### config.mk
export PLATFORM = sky130hd
export DESIGN_NAME = sync_escape_frame_decoder
export DESIGN_NICKNAME = d
export VERILOG_FILES = /design/src/rtl/sefd_pkg.sv /design/src/rtl/sefd_core.sv /design/src/rtl/sefd_out_buf.sv /design/src/rtl/sync_escape_frame_decoder.sv
export SDC_FILE = /design/constraint.sdc
export NUM_CORES = 1
export LEC_CHECK = 0
export ABC_AREA = 1
export BUFFER_PORTS_ARGS = -buffer_cell sky130_fd_sc_hd__clkbuf_2
export CAP_MARGIN = 20
export CORE_MARGIN = 10
export CORE_UTILIZATION = 25
export CTS_BUF_LIST = sky130_fd_sc_hd__clkbuf_8
export CTS_CLUSTER_SIZE = 12
export DETAILED_ROUTE_END_ITERATION = 7
export PLACE_DENSITY = 0.49
export SYNTH_ARGS = -nofsm -noshare
export SYNTH_HDL_FRONTEND = slang
export SYNTH_SLANG_ARGS = --single-unit
### constraint.sdc
create_clock -name clk -period 6 [get_ports clk]
set_clock_uncertainty 0.15 [all_clocks]
set_input_delay 0.6 -clock clk [delete_from_list [all_inputs] [get_ports clk]]
set_output_delay 0.6 -clock clk [all_outputs]
set_load 0.01 [all_outputs]
### src/rtl/sefd_pkg.sv
// Shared types and constants for the sync/escape frame decoder.
package sefd_pkg;

  localparam logic [7:0]  SYNC_BYTE       = 8'hE0;
  localparam logic [7:0]  ESC_BYTE        = 8'hD0;
  localparam logic [15:0] MAX_DECODED_RST = 16'd256;

  typedef enum logic [2:0] {
    ST_OK         = 3'd0,
    ST_NO_SYNC    = 3'd1,
    ST_STRAY_SYNC = 3'd2,
    ST_DOUBLE_ESC = 3'd3,
    ST_OVERFLOW   = 3'd4,
    ST_BAD_SUM    = 3'd5,
    ST_EMPTY      = 3'd6
  } status_t;

  typedef struct packed {
    logic       out_valid;
    logic [7:0] out_byte;
    logic       frame_end;
    status_t    status;
  } result_t;

endpackage

### src/rtl/sefd_core.sv
// Per-byte frame state and decode logic; emits one result item per push.
module sefd_core
  import sefd_pkg::*;
(
  input  logic        clk,
  input  logic        rst,
  input  logic        accept,
  input  logic [7:0]  rx_byte,
  input  logic        last_byte,
  input  logic [15:0] max_decoded,
  output logic        push,
  output result_t     result
);

  logic        in_frame, in_frame_next;
  logic        escape_pending, escape_pending_next;
  status_t     error_code, error_code_next;
  logic [15:0] decoded_count, decoded_count_next;
  logic [7:0]  sum_before_last, sum_before_last_next;
  logic [7:0]  last_decoded, last_decoded_next;
  logic        dec_valid;
  logic [7:0]  dec_byte;
  status_t     end_status;

  always_comb begin
    in_frame_next        = in_frame;
    escape_pending_next  = escape_pending;
    error_code_next      = error_code;
    decoded_count_next   = decoded_count;
    sum_before_last_next = sum_before_last;
    last_decoded_next    = last_decoded;
    dec_valid            = 1'b0;
    dec_byte             = 8'd0;
    if (!in_frame) begin
      in_frame_next = 1'b1;
      if (rx_byte != SYNC_BYTE) begin
        error_code_next = ST_NO_SYNC;
      end
    end else if (error_code == ST_OK) begin
      if (rx_byte == SYNC_BYTE) begin
        error_code_next = ST_STRAY_SYNC;
      end else if (rx_byte == ESC_BYTE) begin
        if (escape_pending) begin
          error_code_next = ST_DOUBLE_ESC;
        end else begin
          escape_pending_next = 1'b1;
        end
      end else if (decoded_count >= max_decoded) begin
        error_code_next = ST_OVERFLOW;
      end else begin
        dec_byte            = escape_pending ? rx_byte + 8'd1 : rx_byte;
        dec_valid           = 1'b1;
        escape_pending_next = 1'b0;
        if (decoded_count != 16'd0) begin
          sum_before_last_next = sum_before_last + last_decoded;
        end
        last_decoded_next  = dec_byte;
        decoded_count_next = decoded_count + 16'd1;
      end
    end
  end

  always_comb begin
    if (error_code_next != ST_OK) begin
      end_status = error_code_next;
    end else if (decoded_count_next == 16'd0) begin
      end_status = ST_EMPTY;
    end else if (sum_before_last_next != last_decoded_next) begin
      end_status = ST_BAD_SUM;
    end else begin
      end_status = ST_OK;
    end
  end

  always_comb begin
    push             = accept && (dec_valid || last_byte);
    result.out_valid = dec_valid;
    result.out_byte  = dec_byte;
    result.frame_end = last_byte;
    result.status    = last_byte ? end_status : ST_OK;
  end

  always_ff @(posedge clk) begin
    if (rst) begin
      in_frame        <= 1'b0;
      escape_pending  <= 1'b0;
      error_code      <= ST_OK;
      decoded_count   <= 16'd0;
      sum_before_last <= 8'd0;
      last_decoded    <= 8'd0;
    end else if (accept) begin
      if (last_byte) begin
        in_frame        <= 1'b0;
        escape_pending  <= 1'b0;
        error_code      <= ST_OK;
        decoded_count   <= 16'd0;
        sum_before_last <= 8'd0;
        last_decoded    <= 8'd0;
      end else begin
        in_frame        <= in_frame_next;
        escape_pending  <= escape_pending_next;
        error_code      <= error_code_next;
        decoded_count   <= decoded_count_next;
        sum_before_last <= sum_before_last_next;
        last_decoded    <= last_decoded_next;
      end
    end
  end

endmodule

### src/rtl/sefd_out_buf.sv
// Two-entry output register with skid stage for result items.
module sefd_out_buf
  import sefd_pkg::*;
(
  input  logic    clk,
  input  logic    rst,
  input  logic    push,
  input  result_t push_data,
  output logic    in_ready,
  output logic    out_valid,
  input  logic    out_ready,
  output result_t out_data
);

  logic    main_vld;
  logic    skid_vld;
  result_t main_data;
  result_t skid_data;
  logic    pop;

  assign in_ready  = !skid_vld;
  assign out_valid = main_vld;
  assign out_data  = main_data;
  assign pop       = main_vld && out_ready;

  always_ff @(posedge clk) begin
    if (rst) begin
      main_vld <= 1'b0;
      skid_vld <= 1'b0;
    end else if (!main_vld || pop) begin
      if (skid_vld) begin
        main_vld <= 1'b1;
        skid_vld <= 1'b0;
      end else begin
        main_vld <= push;
      end
    end else if (push) begin
      skid_vld <= 1'b1;
    end
  end

  always_ff @(posedge clk) begin
    if (!main_vld || pop) begin
      main_data <= skid_vld ? skid_data : push_data;
    end else if (push) begin
      skid_data <= push_data;
    end
  end

endmodule

### src/rtl/sync_escape_frame_decoder.sv
// Top level of the sync/escape frame decoder.
// Result items are registered in the output buffer, via its skid entry on a stall.
// One byte per cycle while s_tready is high; decode state updates per accepted byte.
// A two-entry output buffer keeps input flowing while one result waits.
// Reset (synchronous, active high) clears frame state and sets max_decoded to 256.
module sync_escape_frame_decoder
  import sefd_pkg::*;
(
  input  logic        clk,
  input  logic        rst,
  input  logic        s_tvalid,
  output logic        s_tready,
  input  logic [7:0]  s_tdata,   // [7:0] rx_byte
  input  logic        s_tlast,   // last_byte
  output logic        m_tvalid,
  input  logic        m_tready,
  output logic [15:0] m_tdata,   // [7:0] out_byte, [10:8] status, [15:11] zero
  output logic        m_tuser,   // out_valid
  output logic        m_tlast,   // frame_end
  input  logic        cfg_valid,
  output logic        cfg_ready,
  input  logic [15:0] cfg_data   // max_decoded
);

  logic [15:0] max_decoded;
  logic        accept;
  logic        push;
  result_t     result;
  result_t     out_data;

  assign cfg_ready = 1'b1;
  assign accept    = s_tvalid && s_tready;

  always_ff @(posedge clk) begin
    if (rst) begin
      max_decoded <= MAX_DECODED_RST;
    end else if (cfg_valid && cfg_ready) begin
      max_decoded <= cfg_data;
    end
  end

  sefd_core u_core (
    .clk         (clk),
    .rst         (rst),
    .accept      (accept),
    .rx_byte     (s_tdata),
    .last_byte   (s_tlast),
    .max_decoded (max_decoded),
    .push        (push),
    .result      (result)
  );

  sefd_out_buf u_out_buf (
    .clk       (clk),
    .rst       (rst),
    .push      (push),
    .push_data (result),
    .in_ready  (s_tready),
    .out_valid (m_tvalid),
    .out_ready (m_tready),
    .out_data  (out_data)
  );

  assign m_tdata = {5'd0, out_data.status, out_data.out_byte};
  assign m_tuser = out_data.out_valid;
  assign m_tlast = out_data.frame_end;

endmodule

-- Word-level counts from Yosys, hierarchy flattened
Index checks and enable logic that the tools add are counted.
- bitwise operators: 1
- equal/unequal tests: 6
- muxes and demuxes: 51
- reduce and logical (&&, ||, !) cells: 16
- add/sub/neg operators: 3
- $lt $le $gt $ge: 1
- operator list (kind ; number):
    2-to-1 mux 8 bit ; 19
    2-to-1 mux 16 bit ; 6
    2-to-1 mux 3 bit ; 12
    adder 16 x 1 -> 16 bit, second input constant ; 1
    == test 8 bit, second input constant ; 2
    >= comparator 16 bit ; 1
    zero test 16 bit ; 1
    nonzero test 16 bit ; 1
    2-to-1 mux 1 bit ; 13
    2-to-1 mux 13 bit ; 1
    adder 8 x 1 -> 8 bit, second input constant ; 1
    adder 8 bit ; 1
    inequality test 8 bit ; 1
    inequality test 8 bit, second input constant ; 1
    AND reduction 5 bit ; 1
    nonzero test 2 bit ; 2
    logical AND 1 bit ; 3
    zero test 3 bit ; 1
    inequality test 3 x 2 -> 1 bit, second input constant ; 1
    nonzero test 3 bit ; 1
    zero test 1 bit ; 2
    logical OR 1 bit ; 2
    inequality test 2 bit, second input constant ; 1
    AND reduction 2 bit ; 1
    2 further kinds ; 2
- flip-flop bits (word level): 81
- output and inout bits: 21
- word-level logic and storage cells: 95
- bits of input ports: 30

-- Longest topological paths before layout
- depth after elaboration: 13
- depth in mapped cells: 25
- gate-level depth less buffers: 25

-- By module
From an unflattened synthesis, not the netlist that was laid out.
- cells, all modules: 783
- area, all modules: 5268.8 µm²
- modules (own cells, without submodules) (module ; times used ; cells an instance ; area each (µm²) ; seq. area each (µm²)):
    sefd_core ; 1 ; 593 ; 3510.9 ; 740.7
    sefd_out_buf ; 1 ; 80 ; 1029.7 ; 820.8
    sync_escape_frame_decoder ; 1 ; 110 ; 728.2 ; 320.3

-- Least setup slack after synthesis
Ideal clock, no wire load.
- kind: input to register
- start point: in s_tdata[0]
- end point: reg u_out_buf.skid_data[0] (netlist bit) (enable)
- setup time: 0.382 ns
- slack: 3.037 ns
- data required time: 5.468 ns
- stages: 12
- path buffers: 1
- data arrival time: 2.430 ns
- cell sequence: inv_1 > ha_1 > nand3_1 > inv_2 > nand2_2 > inv_2 > nor2_4 > nand4_4 > buf_2 > a21oi_1 > inv_1 > nor2_1
- word-level cells in the longest chain between the ends: 8
- elaborated cells on any way between the ends: 9
- classes of those cells: eq/ne: 2; mux: 4; reduce/logical: 3
- ends and longest elaborated chain (what ; RTL line ; text):
    start: declaration ; sync_escape_frame_decoder.sv:13 ; input logic [7:0] s_tdata,
    == test 8 bit ; sefd_core.sv:42 ; end else if (rx_byte == ESC_BYTE) begin
    2-to-1 mux 1 bit ; sefd_core.sv:42 ;
    2-to-1 mux 1 bit (*) ; sefd_core.sv:40 ; if (rx_byte == SYNC_BYTE) begin
    2-to-1 mux 1 bit (*) ; sefd_core.sv:39 ; end else if (error_code == ST_OK) begin
    2-to-1 mux 1 bit (*) ; sefd_core.sv:34 ; if (!in_frame) begin
    logical OR 1 bit (*) ; sefd_core.sv:76 ; push = accept && (dec_valid || last_byte);
    logical AND 1 bit (*) ; sefd_core.sv:76 ;
    AND reduction 2 bit (no source line) (*) ; -- ;
    end signal: assignment ; sefd_out_buf.sv:46 ; skid_data <= push_data;
    end: declaration ; sefd_out_buf.sv:18 ; result_t skid_data;
Mark *: on every way between the ends. The rest lies on a longest branch, timed or not.
A chain may end at the register's enable or synchronous reset.

-- Worst setup path in the final report
- start point: reg u_core.decoded_count[0]
- end point: reg u_out_buf.main_data (netlist bit u_out_buf.out_data[0]), data pin
- word-level cells in the longest chain between the ends: 13
- elaborated cells on any way between the ends: 32
- classes of those cells: add/sub: 1; order compare: 1; eq/ne: 1; mux: 26; reduce/logical: 3
- ends and longest elaborated chain (what ; RTL line ; text):
    start: declaration ; sefd_core.sv:18 ; logic [15:0] decoded_count, decoded_count_next;
    start signal: assignment ; sefd_core.sv:103 ; decoded_count <= decoded_count_next;
    parallel branches: the longest is 10 deep, another holds >= comparator 16 bit ; -- ;
    2-to-1 mux 3 bit (*) ; sefd_core.sv:64 ; if (error_code_next != ST_OK) begin
    2-to-1 mux 3 bit (*) ; sefd_core.sv:80 ; result.status = last_byte ? end_status : ST_OK;
    2-to-1 mux 13 bit (*) ; sefd_out_buf.sv:44 ; main_data <= skid_vld ? skid_data : push_data;
    end signal: assignment ; sefd_out_buf.sv:44 ;
    end: declaration ; sefd_out_buf.sv:17 ; result_t main_data;
Mark *: on every way between the ends.

==> metrics.csv <==
metric,value,unit
drv_cap,0,
port_buffers,44,
whs,0.296,ns
p_leak,2.54,nW
total_power,1.19,mW
status,"complete, no violations",
drive_above_1_share,11.6,%
max_freq,0.289,GHz
start_util,25.6,%
cts_resized,0,
crit_path_end_kind,register,
diodes,0,
syn_area,5010,µm²
hold_viol,0,
yosysSeqAreaShare,37.5,%
gp_congestion,0.806,
relSlewSlack,40.7,%
nNetsFinal,810,
clk_pin_slew,0.10,ns
critical_path.max_stage_delay,0.41,ns
root_buffer,clkbuf_8,
antenna_found_initial,0,
grt-ovfl-total,0,
required,5.98,ns
cts_tree,done,
routed_wl,12.5,mm
cts_max_path_buffers,2,
synth_area_leaders,"dfxtp_1, nand2_1, edfxtp_1",
drt-wirelength-per-cell,12.3,µm
final_common_cell,nand2_1,
numClockSinks,81,
track_usage,9.63,%
core,19600,µm²
grt_start_max_net_pins,41,
htreeDepth,3,
crit_path_cell_trace,"inv_1, ha_1, nand2_1, nor2_1, nor2_1, nand2_1, nand2_1, nand2_1, nand2_2, nand4_4, nor2_4, nand2_1, o21ai_0, nand2_1, nand2_1, nand2_1, nor2_1, nand2_1, nand2_1, nand2_1, nand3_1, nand2_1",
dieArea,26100,µm²
setup_viol,0,
n_fill_cell,2176,
slew_viol_final,0,
cts_buffers,9,
viasPerCell,4.28,
grt_pass1_vias,4154,
slowest_stage,dfxtp_1,
peakVddDrop,0.0000905,V
synth_top_area_share,22.0,%
powerDensity,209,nW/µm²
drt_iter0_markers,197,
path_max_fanout,27,
ys.flop_type,dfxtp_1,
die_h,162,µm
first_pass_iters,4,
dp_hpwl,9.34,mm
hp-class,input port to register,
post-cts-setup-buffer-count,0,
fin_crit_sh,57.6,%
mostFrequentLayoutCells,"nand2_1, inv_1, a21oi_1",
critical_path_class,register to register,
fin_tns_setup,0,ns
cp-start-kind,register,
placed_area,5460,µm²
tightest_slew,0.889,ns
synth.largest_area_cell,dfxtp_1,
die_w,162,µm
synthCells,717,
avgSynthCellArea,6.99,µm²
cp_common_cell,nand2_1,
drc,0,
ys_ff_latch,81,
synth_cell_types,39,
cts_hold_buf,0,
synth_edf_count,26,
area_delta_synth_final,13.7,%
rows,51,
grt_pass1_wl,20.9,mm
vias,4370,
fin_area,5700,µm²
io-pin-count,51,
insertion_delay,0.37,ns
postRouteAntennaNets,0,
rsz0062_at_grt,no,
synth-async-reset-ratio,0,%
worstPathArrival,3.43,ns
ys_warn_count,0,
period_minus_slack,3.45,ns
[where the power goes]
group / leakage, nW / internal, mW / switching (mW)
registers: 0.730 / 0.583 / 0.00788
logic: 1.70 / 0.0415 / 0.0850
clock network: 0.117 / 0.243 / 0.230
total: 2.54 / 0.867 / 0.323
[critical path: cells and delay by family, from the launching register on]
kind	cells	cell delay [ns]
buffers and inverters	1	0.13
adders and majority gates	1	0.28
DFF	1	0.41
and+or+nand+nor	19	2.12
AOI/OAI and AO/OA	1	0.12
[cell type report]
class	count	area [µm²]	share of cell area [%]
flip-flops and latches	81	1880	33.0
multi-input cells	515	2640	46.4
inverters	98	368	6.46
clock inverters	7	106	1.87
clock buffers	9	124	2.17
repair buffers	47	243	4.26
well taps	265	332	5.82
[cells by family (layout without fill, tap and decap cells)]
family / Yosys count / in the layout / share of synthesized area (%)
adder cells (fa/ha/maj): 28 / 28 / 7.14
flip-flops: 81 / 81 / 37.5
other: 2 / 6 / 0.150
buffers and inverters: 125 / 161 / 10.1
AND/OR/NAND/NOR: 343 / 343 / 29.6
XOR/XNOR: 16 / 16 / 2.80
AO/OA/AOI/OAI: 122 / 122 / 12.7
[metrics by stage]
step	utilization (%)	worst slack, ns	std cells
6_report	29.1	2.55	1022
5_1_grt	29.1	2.14	1022
4_1_cts	29.0	2.36	1021
3_5_place_dp	27.9	2.16	1005
3_3_place_gp	27.9	2.29	1005
2_1_floorplan	-	3.04	721
[flip-flops by register name, indices dropped and copies added (netlist names)]
| signal | flops |
|---|---|
| max_decoded | 16 |
| u_core.decoded_count | 16 |
| u_core.error_code | 3 |
| u_core.escape_pending | 1 |
| u_core.in_frame | 1 |
| u_core.last_decoded | 8 |
| u_core.sum_before_last | 8 |
| u_out_buf.out_data | 13 |
| u_out_buf.out_valid | 1 |
| u_out_buf.skid_data | 13 |
| u_out_buf.skid_vld | 1 |
[routing by layer]
layer	track usage [%]	part of all wire [%]	routed length [µm]
met2	15.5	47	5850
met4	2.81	1.2	146
met1	12.8	49	6150
met5	0	0	0
met3	1.80	3.1	394
[Yosys cell counts, types with 5 or more instances]
master	n
nand4_1	11
nand3_1	37
inv_1	95
xor2_1	12
nor2_4	5
nor2_1	51
buf_4	7
nand2_1	210
dfxtp_1	55
nand2_2	5
clkbuf_1	16
o21ai_0	42
edfxtp_1	26
a21oi_1	67
o21ai_1	5
nor3_1	8
ha_1	27
[path summary, 6_finish.rpt]
path / slack [ns] / cells past startpoint / from / to
worst min register to register: 0.32 / 2 / max_decoded[9] / max_decoded[9]
worst min-delay path: 0.30 / 3 / cfg_data[8] / max_decoded[8]
worst max register to register: 2.55 / 22 / u_core.decoded_count[0] / u_out_buf.out_data[0]
worst max-delay path: 2.55 / 22 / u_core.decoded_count[0] / u_out_buf.out_data[0]
Note: power is estimated with default switching activity, not from simulation.
